`src/hdl/wpm_pkg.sv`:
```
`default_nettype none
// ----------------------------------------------------------------------------
// wpm_pkg
// Shared types and constants of the wildcard pattern matcher.
// ----------------------------------------------------------------------------
package wpm_pkg;

    localparam int PATTERN_MAX    = 32;
    localparam int VEC_W          = PATTERN_MAX + 1;
    localparam int IDX_W          = $clog2(VEC_W);
    localparam int CLOSURE_LEVELS = $clog2(VEC_W);

    localparam int WORD_COUNT = 4;
    localparam int WORD_W     = 64;
    localparam int WORD_BYTES = WORD_W / 8;
    localparam int LEN_W      = 6;
    localparam int CFG_IDX_W  = 3;

    localparam logic [7:0] ANY_ONE = 8'h25;   // '%'
    localparam logic [7:0] ANY_RUN = 8'h2A;   // '*'

    localparam logic [CFG_IDX_W-1:0] CFG_PATTERN_WORD_0 = 3'd0;
    localparam logic [CFG_IDX_W-1:0] CFG_PATTERN_WORD_1 = 3'd1;
    localparam logic [CFG_IDX_W-1:0] CFG_PATTERN_WORD_2 = 3'd2;
    localparam logic [CFG_IDX_W-1:0] CFG_PATTERN_WORD_3 = 3'd3;
    localparam logic [CFG_IDX_W-1:0] CFG_PATTERN_LENGTH = 3'd4;

    typedef logic [VEC_W-1:0]            t_vec;
    typedef logic [PATTERN_MAX-1:0][7:0] t_pat_bytes;

    typedef struct packed {
        logic [7:0] candidate_byte;
        logic       first_byte;
        logic       last_byte;
        logic       empty_candidate;
    } t_item;

    typedef struct packed {
        t_vec next_prefixes;
        logic has_result;
        logic matched;
    } t_step;

endpackage
`default_nettype wire

```
`src/hdl/wpm_closure.sv`:
```
`default_nettype none
// ----------------------------------------------------------------------------
// wpm_closure
// Star closure of a prefix vector as a parallel prefix scan.
// ----------------------------------------------------------------------------
module wpm_closure (
    input  wire wpm_pkg::t_vec                        i_vec,
    input  wire logic [wpm_pkg::PATTERN_MAX-1:0]      i_star,
    output wpm_pkg::t_vec                             o_vec
);
    import wpm_pkg::*;

    // bit j is set when bit j-1 is set and pattern byte j-1 is a star
    t_vec w_g [CLOSURE_LEVELS+1];
    t_vec w_p [CLOSURE_LEVELS];

    assign w_g[0] = i_vec;
    assign w_p[0] = {i_star, 1'b0};

    for (genvar l = 0; l < CLOSURE_LEVELS; l++) begin : g_level
        localparam int D = 1 << l;
        for (genvar j = 0; j < VEC_W; j++) begin : g_bit
            if (j >= D) begin : g_comb
                assign w_g[l+1][j] = w_g[l][j] | (w_p[l][j] & w_g[l][j-D]);
                if (l + 1 < CLOSURE_LEVELS) begin : g_prop
                    assign w_p[l+1][j] = w_p[l][j] & w_p[l][j-D];
                end
            end else begin : g_copy
                assign w_g[l+1][j] = w_g[l][j];
                if (l + 1 < CLOSURE_LEVELS) begin : g_prop
                    assign w_p[l+1][j] = w_p[l][j];
                end
            end
        end
    end

    assign o_vec = w_g[CLOSURE_LEVELS];

endmodule
`default_nettype wire

```
`src/hdl/wpm_core.sv`:
```
`default_nettype none
// ----------------------------------------------------------------------------
// wpm_core
// One candidate byte against the prefix vector: closure, shift, closure.
// ----------------------------------------------------------------------------
module wpm_core (
    input  wire wpm_pkg::t_pat_bytes              i_pat,
    input  wire logic [wpm_pkg::IDX_W-1:0]        i_len,
    input  wire wpm_pkg::t_vec                    i_prefixes,
    input  wire wpm_pkg::t_item                   i_item,
    output wpm_pkg::t_step                        o_step
);
    import wpm_pkg::*;

    logic [PATTERN_MAX-1:0] w_star;
    logic [PATTERN_MAX-1:0] w_hit;
    t_vec                   w_base;
    t_vec                   w_cur;
    t_vec                   w_raw;
    t_vec                   w_nxt;

    for (genvar i = 0; i < PATTERN_MAX; i++) begin : g_byte
        assign w_star[i] = (i_pat[i] == ANY_RUN);
        assign w_hit[i]  = (i_pat[i] == i_item.candidate_byte) || (i_pat[i] == ANY_ONE);
    end

    // restart from the empty prefix on a new or empty candidate
    assign w_base = (i_item.first_byte || i_item.empty_candidate) ? VEC_W'(1) : i_prefixes;

    wpm_closure u_cur (
        .i_vec  (w_base),
        .i_star (w_star),
        .o_vec  (w_cur)
    );

    assign w_raw = {(w_cur[PATTERN_MAX-1:0] & w_hit) | (w_cur[VEC_W-1:1] & w_star), 1'b0};

    wpm_closure u_nxt (
        .i_vec  (w_raw),
        .i_star (w_star),
        .o_vec  (w_nxt)
    );

    always_comb begin
        o_step.has_result = i_item.last_byte || i_item.empty_candidate;
        if (i_item.empty_candidate) begin
            o_step.matched = w_cur[i_len];
        end else begin
            o_step.matched = w_nxt[i_len];
        end
        if (o_step.has_result) begin
            o_step.next_prefixes = VEC_W'(1);
        end else begin
            o_step.next_prefixes = w_nxt;
        end
    end

endmodule
`default_nettype wire

```
`src/hdl/wildcard_pattern_match.sv`:
```
`default_nettype none
// ----------------------------------------------------------------------------
// wildcard_pattern_match
// Streams candidate bytes against a glob pattern ('*' any run, '%' one byte).
// ----------------------------------------------------------------------------
//
//  channel   dir  handshake                 payload
//  -------   ---  ------------------------  -------------------------------
//  input     in   i_in_valid / o_in_stall   candidate_byte, first_byte,
//                                            last_byte, empty_candidate
//  output    out  o_out_valid / i_out_stall matched
//  config    in   i_cfg_we                  i_cfg_index, i_cfg_data
//
//  One item is taken every cycle unless a result item waits on a stalled
//  output. An item passes the input register, one pass through the
//  closure/shift/closure logic and the result register before its result
//  is offered.
//  Reset (synchronous, active low) clears the pattern and length and sets the
//  prefix vector to the empty prefix; no clearing pass is needed.
//  A stall on the output holds only items that carry a result; other bytes
//  keep flowing into the prefix vector.
// ----------------------------------------------------------------------------
module wildcard_pattern_match (
    input  wire logic                              i_clk,
    input  wire logic                              i_rst_n,
    input  wire logic                              i_in_valid,
    output      logic                              o_in_stall,
    input  wire logic [7:0]                        i_candidate_byte,
    input  wire logic                              i_first_byte,
    input  wire logic                              i_last_byte,
    input  wire logic                              i_empty_candidate,
    output      logic                              o_out_valid,
    input  wire logic                              i_out_stall,
    output      logic                              o_matched,
    input  wire logic                              i_cfg_we,
    input  wire logic [wpm_pkg::CFG_IDX_W-1:0]     i_cfg_index,
    input  wire logic [wpm_pkg::WORD_W-1:0]        i_cfg_data
);
    import wpm_pkg::*;

    // configuration
    logic [WORD_W-1:0] r_pattern_word [WORD_COUNT];
    logic [LEN_W-1:0]  r_pattern_length;

    // input register
    logic  r_s1_valid;
    t_item r_s1_item;

    // match state and result register
    t_vec  r_prefix;
    logic  r_out_valid;
    logic  r_matched;

    t_pat_bytes       w_pat;
    logic [IDX_W-1:0] w_len;
    t_step            w_step;
    logic             w_out_free;
    logic             w_s1_go;
    logic             w_s1_load;

    // unpack pattern bytes, lowest byte first; bytes past the last word read zero
    for (genvar i = 0; i < PATTERN_MAX; i++) begin : g_pat
        if (i < WORD_COUNT * WORD_BYTES) begin : g_word
            assign w_pat[i] = r_pattern_word[i / WORD_BYTES][8 * (i % WORD_BYTES) +: 8];
        end else begin : g_zero
            assign w_pat[i] = 8'h00;
        end
    end

    // clamp an over-long length to the pattern capacity
    assign w_len = (r_pattern_length > LEN_W'(PATTERN_MAX))
                 ? IDX_W'(PATTERN_MAX) : IDX_W'(r_pattern_length);

    wpm_core u_core (
        .i_pat      (w_pat),
        .i_len      (w_len),
        .i_prefixes (r_prefix),
        .i_item     (r_s1_item),
        .o_step     (w_step)
    );

    // result slot is free when empty or being drained this cycle
    assign w_out_free = !r_out_valid || !i_out_stall;
    assign w_s1_go    = r_s1_valid && (!w_step.has_result || w_out_free);
    assign w_s1_load  = !r_s1_valid || w_s1_go;
    assign o_in_stall = !w_s1_load;

    always_ff @(posedge i_clk) begin
        if (!i_rst_n) begin
            for (int k = 0; k < WORD_COUNT; k++) begin
                r_pattern_word[k] <= '0;
            end
            r_pattern_length <= '0;
        end else if (i_cfg_we) begin
            case (i_cfg_index)
                CFG_PATTERN_WORD_0: r_pattern_word[0] <= i_cfg_data;
                CFG_PATTERN_WORD_1: r_pattern_word[1] <= i_cfg_data;
                CFG_PATTERN_WORD_2: r_pattern_word[2] <= i_cfg_data;
                CFG_PATTERN_WORD_3: r_pattern_word[3] <= i_cfg_data;
                CFG_PATTERN_LENGTH: r_pattern_length <= i_cfg_data[LEN_W-1:0];
                default: ;  // drop writes to unknown indexes
            endcase
        end
    end

    // take a new item whenever the input register empties
    always_ff @(posedge i_clk) begin
        if (!i_rst_n) begin
            r_s1_valid <= 1'b0;
        end else if (w_s1_load) begin
            r_s1_valid <= i_in_valid;
        end
    end

    always_ff @(posedge i_clk) begin
        if (w_s1_load && i_in_valid) begin
            r_s1_item.candidate_byte  <= i_candidate_byte;
            r_s1_item.first_byte      <= i_first_byte;
            r_s1_item.last_byte       <= i_last_byte;
            r_s1_item.empty_candidate <= i_empty_candidate;
        end
    end

    // advance the prefix vector; a result returns it to the empty prefix
    always_ff @(posedge i_clk) begin
        if (!i_rst_n) begin
            r_prefix <= VEC_W'(1);
        end else if (w_s1_go) begin
            r_prefix <= w_step.next_prefixes;
        end
    end

    always_ff @(posedge i_clk) begin
        if (!i_rst_n) begin
            r_out_valid <= 1'b0;
        end else if (w_out_free) begin
            r_out_valid <= w_s1_go && w_step.has_result;
        end
    end

    always_ff @(posedge i_clk) begin
        if (w_out_free && w_s1_go && w_step.has_result) begin
            r_matched <= w_step.matched;
        end
    end

    assign o_out_valid = r_out_valid;
    assign o_matched   = r_matched;

    // a result always leaves the vector at the empty prefix
    a_prefix_restart: assert property (@(posedge i_clk) disable iff (!i_rst_n)
        w_s1_go && w_step.has_result |=> r_prefix == VEC_W'(1))
        else $error("prefix vector not restarted after a result");

    // stall only with an item held in the input register
    a_stall_held: assert property (@(posedge i_clk) disable iff (!i_rst_n)
        o_in_stall |-> r_s1_valid)
        else $error("input stalled with no item held");

    // a finished result item reaches the output register
    a_result_issued: assert property (@(posedge i_clk) disable iff (!i_rst_n)
        w_s1_go && w_step.has_result |=> o_out_valid)
        else $error("result item lost");

    // a result item must wait while the output is blocked
    a_result_waits: assert property (@(posedge i_clk) disable iff (!i_rst_n)
        r_s1_valid && w_step.has_result && r_out_valid && i_out_stall |-> o_in_stall)
        else $error("result item advanced into a blocked output");

endmodule
`default_nettype wire
```
`config.mk`:
```
export PLATFORM = sky130hd
export DESIGN_NAME = wildcard_pattern_match
export DESIGN_NICKNAME = d
export VERILOG_FILES = /design/src/hdl/wpm_pkg.sv /design/src/hdl/wpm_closure.sv /design/src/hdl/wpm_core.sv /design/src/hdl/wildcard_pattern_match.sv
export SDC_FILE = /design/constraint.sdc
export NUM_CORES = 1
export LEC_CHECK = 0
export BUFFER_PORTS_ARGS = -buffer_cell sky130_fd_sc_hd__buf_2
export CAP_MARGIN = 25
export CORE_UTILIZATION = 64
export CTS_BUF_LIST = sky130_fd_sc_hd__clkbuf_4 sky130_fd_sc_hd__clkbuf_8
export CTS_CLUSTER_DIAMETER = 40
export CTS_CLUSTER_SIZE = 20
export DETAILED_ROUTE_END_ITERATION = 8
export GPL_ROUTABILITY_DRIVEN = 0
export GPL_TIMING_DRIVEN = 0
export PLACE_DENSITY = 0.82
export SETUP_SLACK_MARGIN = 0.1
export SYNTH_ARGS = -nofsm -noshare
export SYNTH_HDL_FRONTEND = slang
export SYNTH_SLANG_ARGS = --single-unit
```
`constraint.sdc`:
```
create_clock -name i_clk -period 7 [get_ports i_clk]
set_input_delay 1.05 -clock i_clk [delete_from_list [all_inputs] [get_ports i_clk]]
set_output_delay 1.05 -clock i_clk [all_outputs]
set_load 0.1 [all_outputs]
```
==> results.sh <==
export IMPL_status="finished, final reports clean"
export IMPL_start_kind="flip-flop"
export IMPL_grt_max_degree=33
export IMPL_rsz0062_at_grt="no"
export IMPL_cp_depth=15
export IMPL_numCtsBuffers=43
export IMPL_crit_buf_inv=0
export IMPL_fin_nets=2050
export IMPL_cp_slowest_cell="nor4b_1"
export IMPL_synth_yosys_seq_area_share_pct=47.0
export IMPL_fmax_ghz=0.195
export IMPL_synth_cell_types=96
export IMPL_mostFrequentLayoutCell="and2_1"
export IMPL_min_to="r_prefix[32]$_SDFFE_PN0P_"
export IMPL_cts_root_buf="clkbuf_8"
export IMPL_cts_htree_levels=2
export IMPL_comb_power_share_pct=10.9
export IMPL_port_buffers=85
export IMPL_hp_class="flip-flop to flip-flop"
export IMPL_utilization_pct=73.4
export IMPL_num_antenna_cells=0
export IMPL_fp_dieW_um=174
export IMPL_rows=62
export IMPL_hold_depth=2
export IMPL_crit_arrival_ps=5550
export IMPL_synth_top_area_cell="edfxtp_1"
export IMPL_endpoint_kind="flip-flop"
export IMPL_p_leak_nw=6.97
export IMPL_areaGrowthSynthToFinish_pct=12.2
export IMPL_drc_errors=0
export IMPL_initial_core_util_pct=65.4
export IMPL_clkSinkCount=309
export IMPL_syn_area_sq_mm=0.0189
export IMPL_antenna_found_initial=1
export IMPL_switching_share_pct=27.9
export IMPL_grt_usage_pct=40.3
export IMPL_drt_antenna_violating_nets=0
export IMPL_path_cells="nor4b_1, nand2_1, nor3_2, nor3_1, a2111oi_4, o21ai_1, o21ai_1, o21ai_0, nand2_1, a2111oi_0, a31oi_2, nand3_1, o311ai_1, a41oi_1, o2111ai_1"
export IMPL_clk_pin_slew_ps=80
export IMPL_worst_pin_slew_ps=1130
export IMPL_grt_pass1_wl_mm=90.8
export IMPL_fin_crit_sh_pct=73.3
export IMPL_synth_top_area_share_pct=42.7
export IMPL_ios=86
export IMPL_p_int_mw=3.17
export IMPL_die_h_um=174
export IMPL_syn_area_per_cell_sq_um=10.4
export IMPL_peakVddDrop_uv=190
export IMPL_drt_wl_total_mm=60.8
export IMPL_core_sq_mm=0.0289
export IMPL_wl_per_cell_um=25.5
export IMPL_synth_edf_count=268
export IMPL_r2r_slack_ps=1870
export IMPL_setup_viol=0
export IMPL_rr_endpoint="o_matched$_DFFE_PP_"
export IMPL_netlist_instances=1816
export IMPL_hpwl_mm=44.8
export IMPL_r2r_cells=15
export IMPL_clkLatencyLatePin_ps=610
export IMPL_hold_buffers=0
export IMPL_hold_path_startpoint="r_prefix[32]$_SDFFE_PN0P_"
export IMPL_mostFrequentLayoutCells="and2_1, edfxtp_1, xnor2_1"
export IMPL_synth_main_ff_cell="edfxtp_1"
export IMPL_p_switching_mw=1.23
export IMPL_timing_rr_start="r_pattern_word[1][20]$_SDFFCE_PN0P_"
export IMPL_syn_num_nets=1899
export IMPL_drive_gt1_share_pct=15.1
export IMPL_crit_family="compound AO/OA/AOI/OAI gates"
export IMPL_cts_tree="done"
export IMPL_path_class="flip-flop to flip-flop"
export IMPL_cap_violations=0
export IMPL_n_fill_cell=2037
export IMPL_hold_violations=0
export IMPL_critPathMaxFanout=7
export IMPL_dr_total_vias=16102
export IMPL_whs_ps=555
export IMPL_clockBufferDepth=3
export IMPL_grt_pass1_vias=15596
export IMPL_slew_headroom_pct=23.5
export IMPL_synth_area_leaders="edfxtp_1, xnor2_1, and2_1"
export IMPL_drt_pass1_iterations=9
export IMPL_power_frac_clock_pct=38.9
export IMPL_cts_resized_gates=0
export IMPL_crit_required_ps=7420
export IMPL_dieArea_sq_mm=0.0302
export IMPL_seqPwrFrac_pct=50.2
export IMPL_synth_seq_cells=309
export IMPL_post_cts_buffers=0
export IMPL_vias_per_cell=6.75
export IMPL_overflow=0
export IMPL_finalClockSkew_ps=27.1
export IMPL_initialDrtViolationCount=2570
export IMPL_powerDensity_mw_per_mm2=208
export IMPL_ys_async_sr_fraction_pct=0
export IMPL_yosysWarnings=0
export IMPL_fin_crit_ps=5130
export IMPL_max_stage_delay_ps=870
export IMPL_maxSlewViolCount=0
[cell type report]
type,count,area [sq um],area share (%)
sequential,309,8870,41.9
tap,384,480,2.27
multi-input combinational,1407,9640,45.5
buffer,85,365,1.73
clock buffer,44,599,2.83
clock inverter,35,444,2.10
inverter,15,56.3,0.266
timing repair buffer,106,717,3.39
[synthesized netlist by cell type, types with 9 or more instances]
master / count
a21oi_1: 71
a22oi_1: 21
a31oi_1: 20
a41oi_1: 11
and2_1: 284
and4bb_2: 9
buf_2: 37
clkbuf_1: 47
dfxtp_1: 41
edfxtp_1: 268
inv_1: 13
mux2i_1: 9
nand2_1: 96
nand2b_1: 10
nand3_1: 24
nand4_1: 86
nor2_1: 133
nor2b_1: 27
nor3_1: 20
nor4_1: 15
nor4b_1: 15
nor4b_2: 10
nor4bb_1: 12
o21ai_0: 72
o21ai_1: 15
o22ai_1: 15
xnor2_1: 208
xor2_1: 48
[tightest hold or removal path: stages, from the launching register on]
cell,delay (ps)
dfxtp_1,330
a22oi_1,90
nor2b_1,100
[metal layers]
layer  vias up  share of wire [%]  global-route usage [%]
met5         -                  0                       0
met4         0                7.7                    27.0
met3       336                 14                    11.4
met2      1225                 43                    60.6
met1      7551                 35                    50.8
li1       6990                  -                       -
[stage by stage]
| step | total power [mW] | setup TNS (ps) | cell area (sq um) | std cells | setup slack, ps |
|---|---|---|---|---|---|
| global route | 4.51 | 0 | 21200 | 2385 | 1660 |
| detailed placement | 2.71 | 0 | 20100 | 2302 | 2070 |
| floorplan | 2.52 | 0 | 18900 | 1816 | 432 |
| CTS | 4.38 | 0 | 21100 | 2381 | 2060 |
| global placement | 2.68 | -469710 | 19800 | 2285 | -2130 |
| finish | 4.40 | 0 | 21200 | 2385 | 1870 |
[worst max-delay path by stage]
stage,startpoint,endpoint,slack (ps)
final,r_pattern_word[1][20]$_SDFFCE_PN0P_,o_matched$_DFFE_PP_,1870
after global routing,r_s1_item[6]$_DFFE_PP_,o_matched$_DFFE_PP_,1660
after CTS,r_s1_item[10]$_DFFE_PP_,o_matched$_DFFE_PP_,2060
after detailed placement,r_s1_item[6]$_DFFE_PP_,o_matched$_DFFE_PP_,2070
after global placement,i_cfg_index[0],r_pattern_word[0][6]$_SDFFCE_PN0P_,-2130
after floorplan,i_cfg_index[0],r_pattern_word[0][0]$_SDFFCE_PN0P_,430
[power by group through the flow]
stage               Combinational [mW]  Clock [mW]  Sequential (mW)
global route                     0.502        1.79             2.22
finish                           0.479        1.71             2.21
floorplan                        0.286           0             2.24
CTS                              0.466        1.71             2.20
global placement                 0.423           0             2.26
detailed placement               0.461           0             2.24
[flip-flops by register name, indices dropped and copies added, names as in the netlist]
name	flops
o_matched	1
r_s1_valid	1
r_s1_item	11
r_pattern_length	6
r_prefix	33
r_pattern_word	256
o_out_valid	1
[cell families after synthesis]
| family | Yosys count | share of synthesized area (%) |
|---|---|---|
| AO/OA/AOI/OAI | 348 | 13.2 |
| XOR/XNOR | 256 | 11.9 |
| buffers and inverters | 100 | 2.23 |
| flip-flops | 309 | 47.0 |
| multiplexers | 9 | 0.478 |
| AND/OR/NAND/NOR | 794 | 25.2 |
Note: power is estimated with default switching activity, not from simulation.
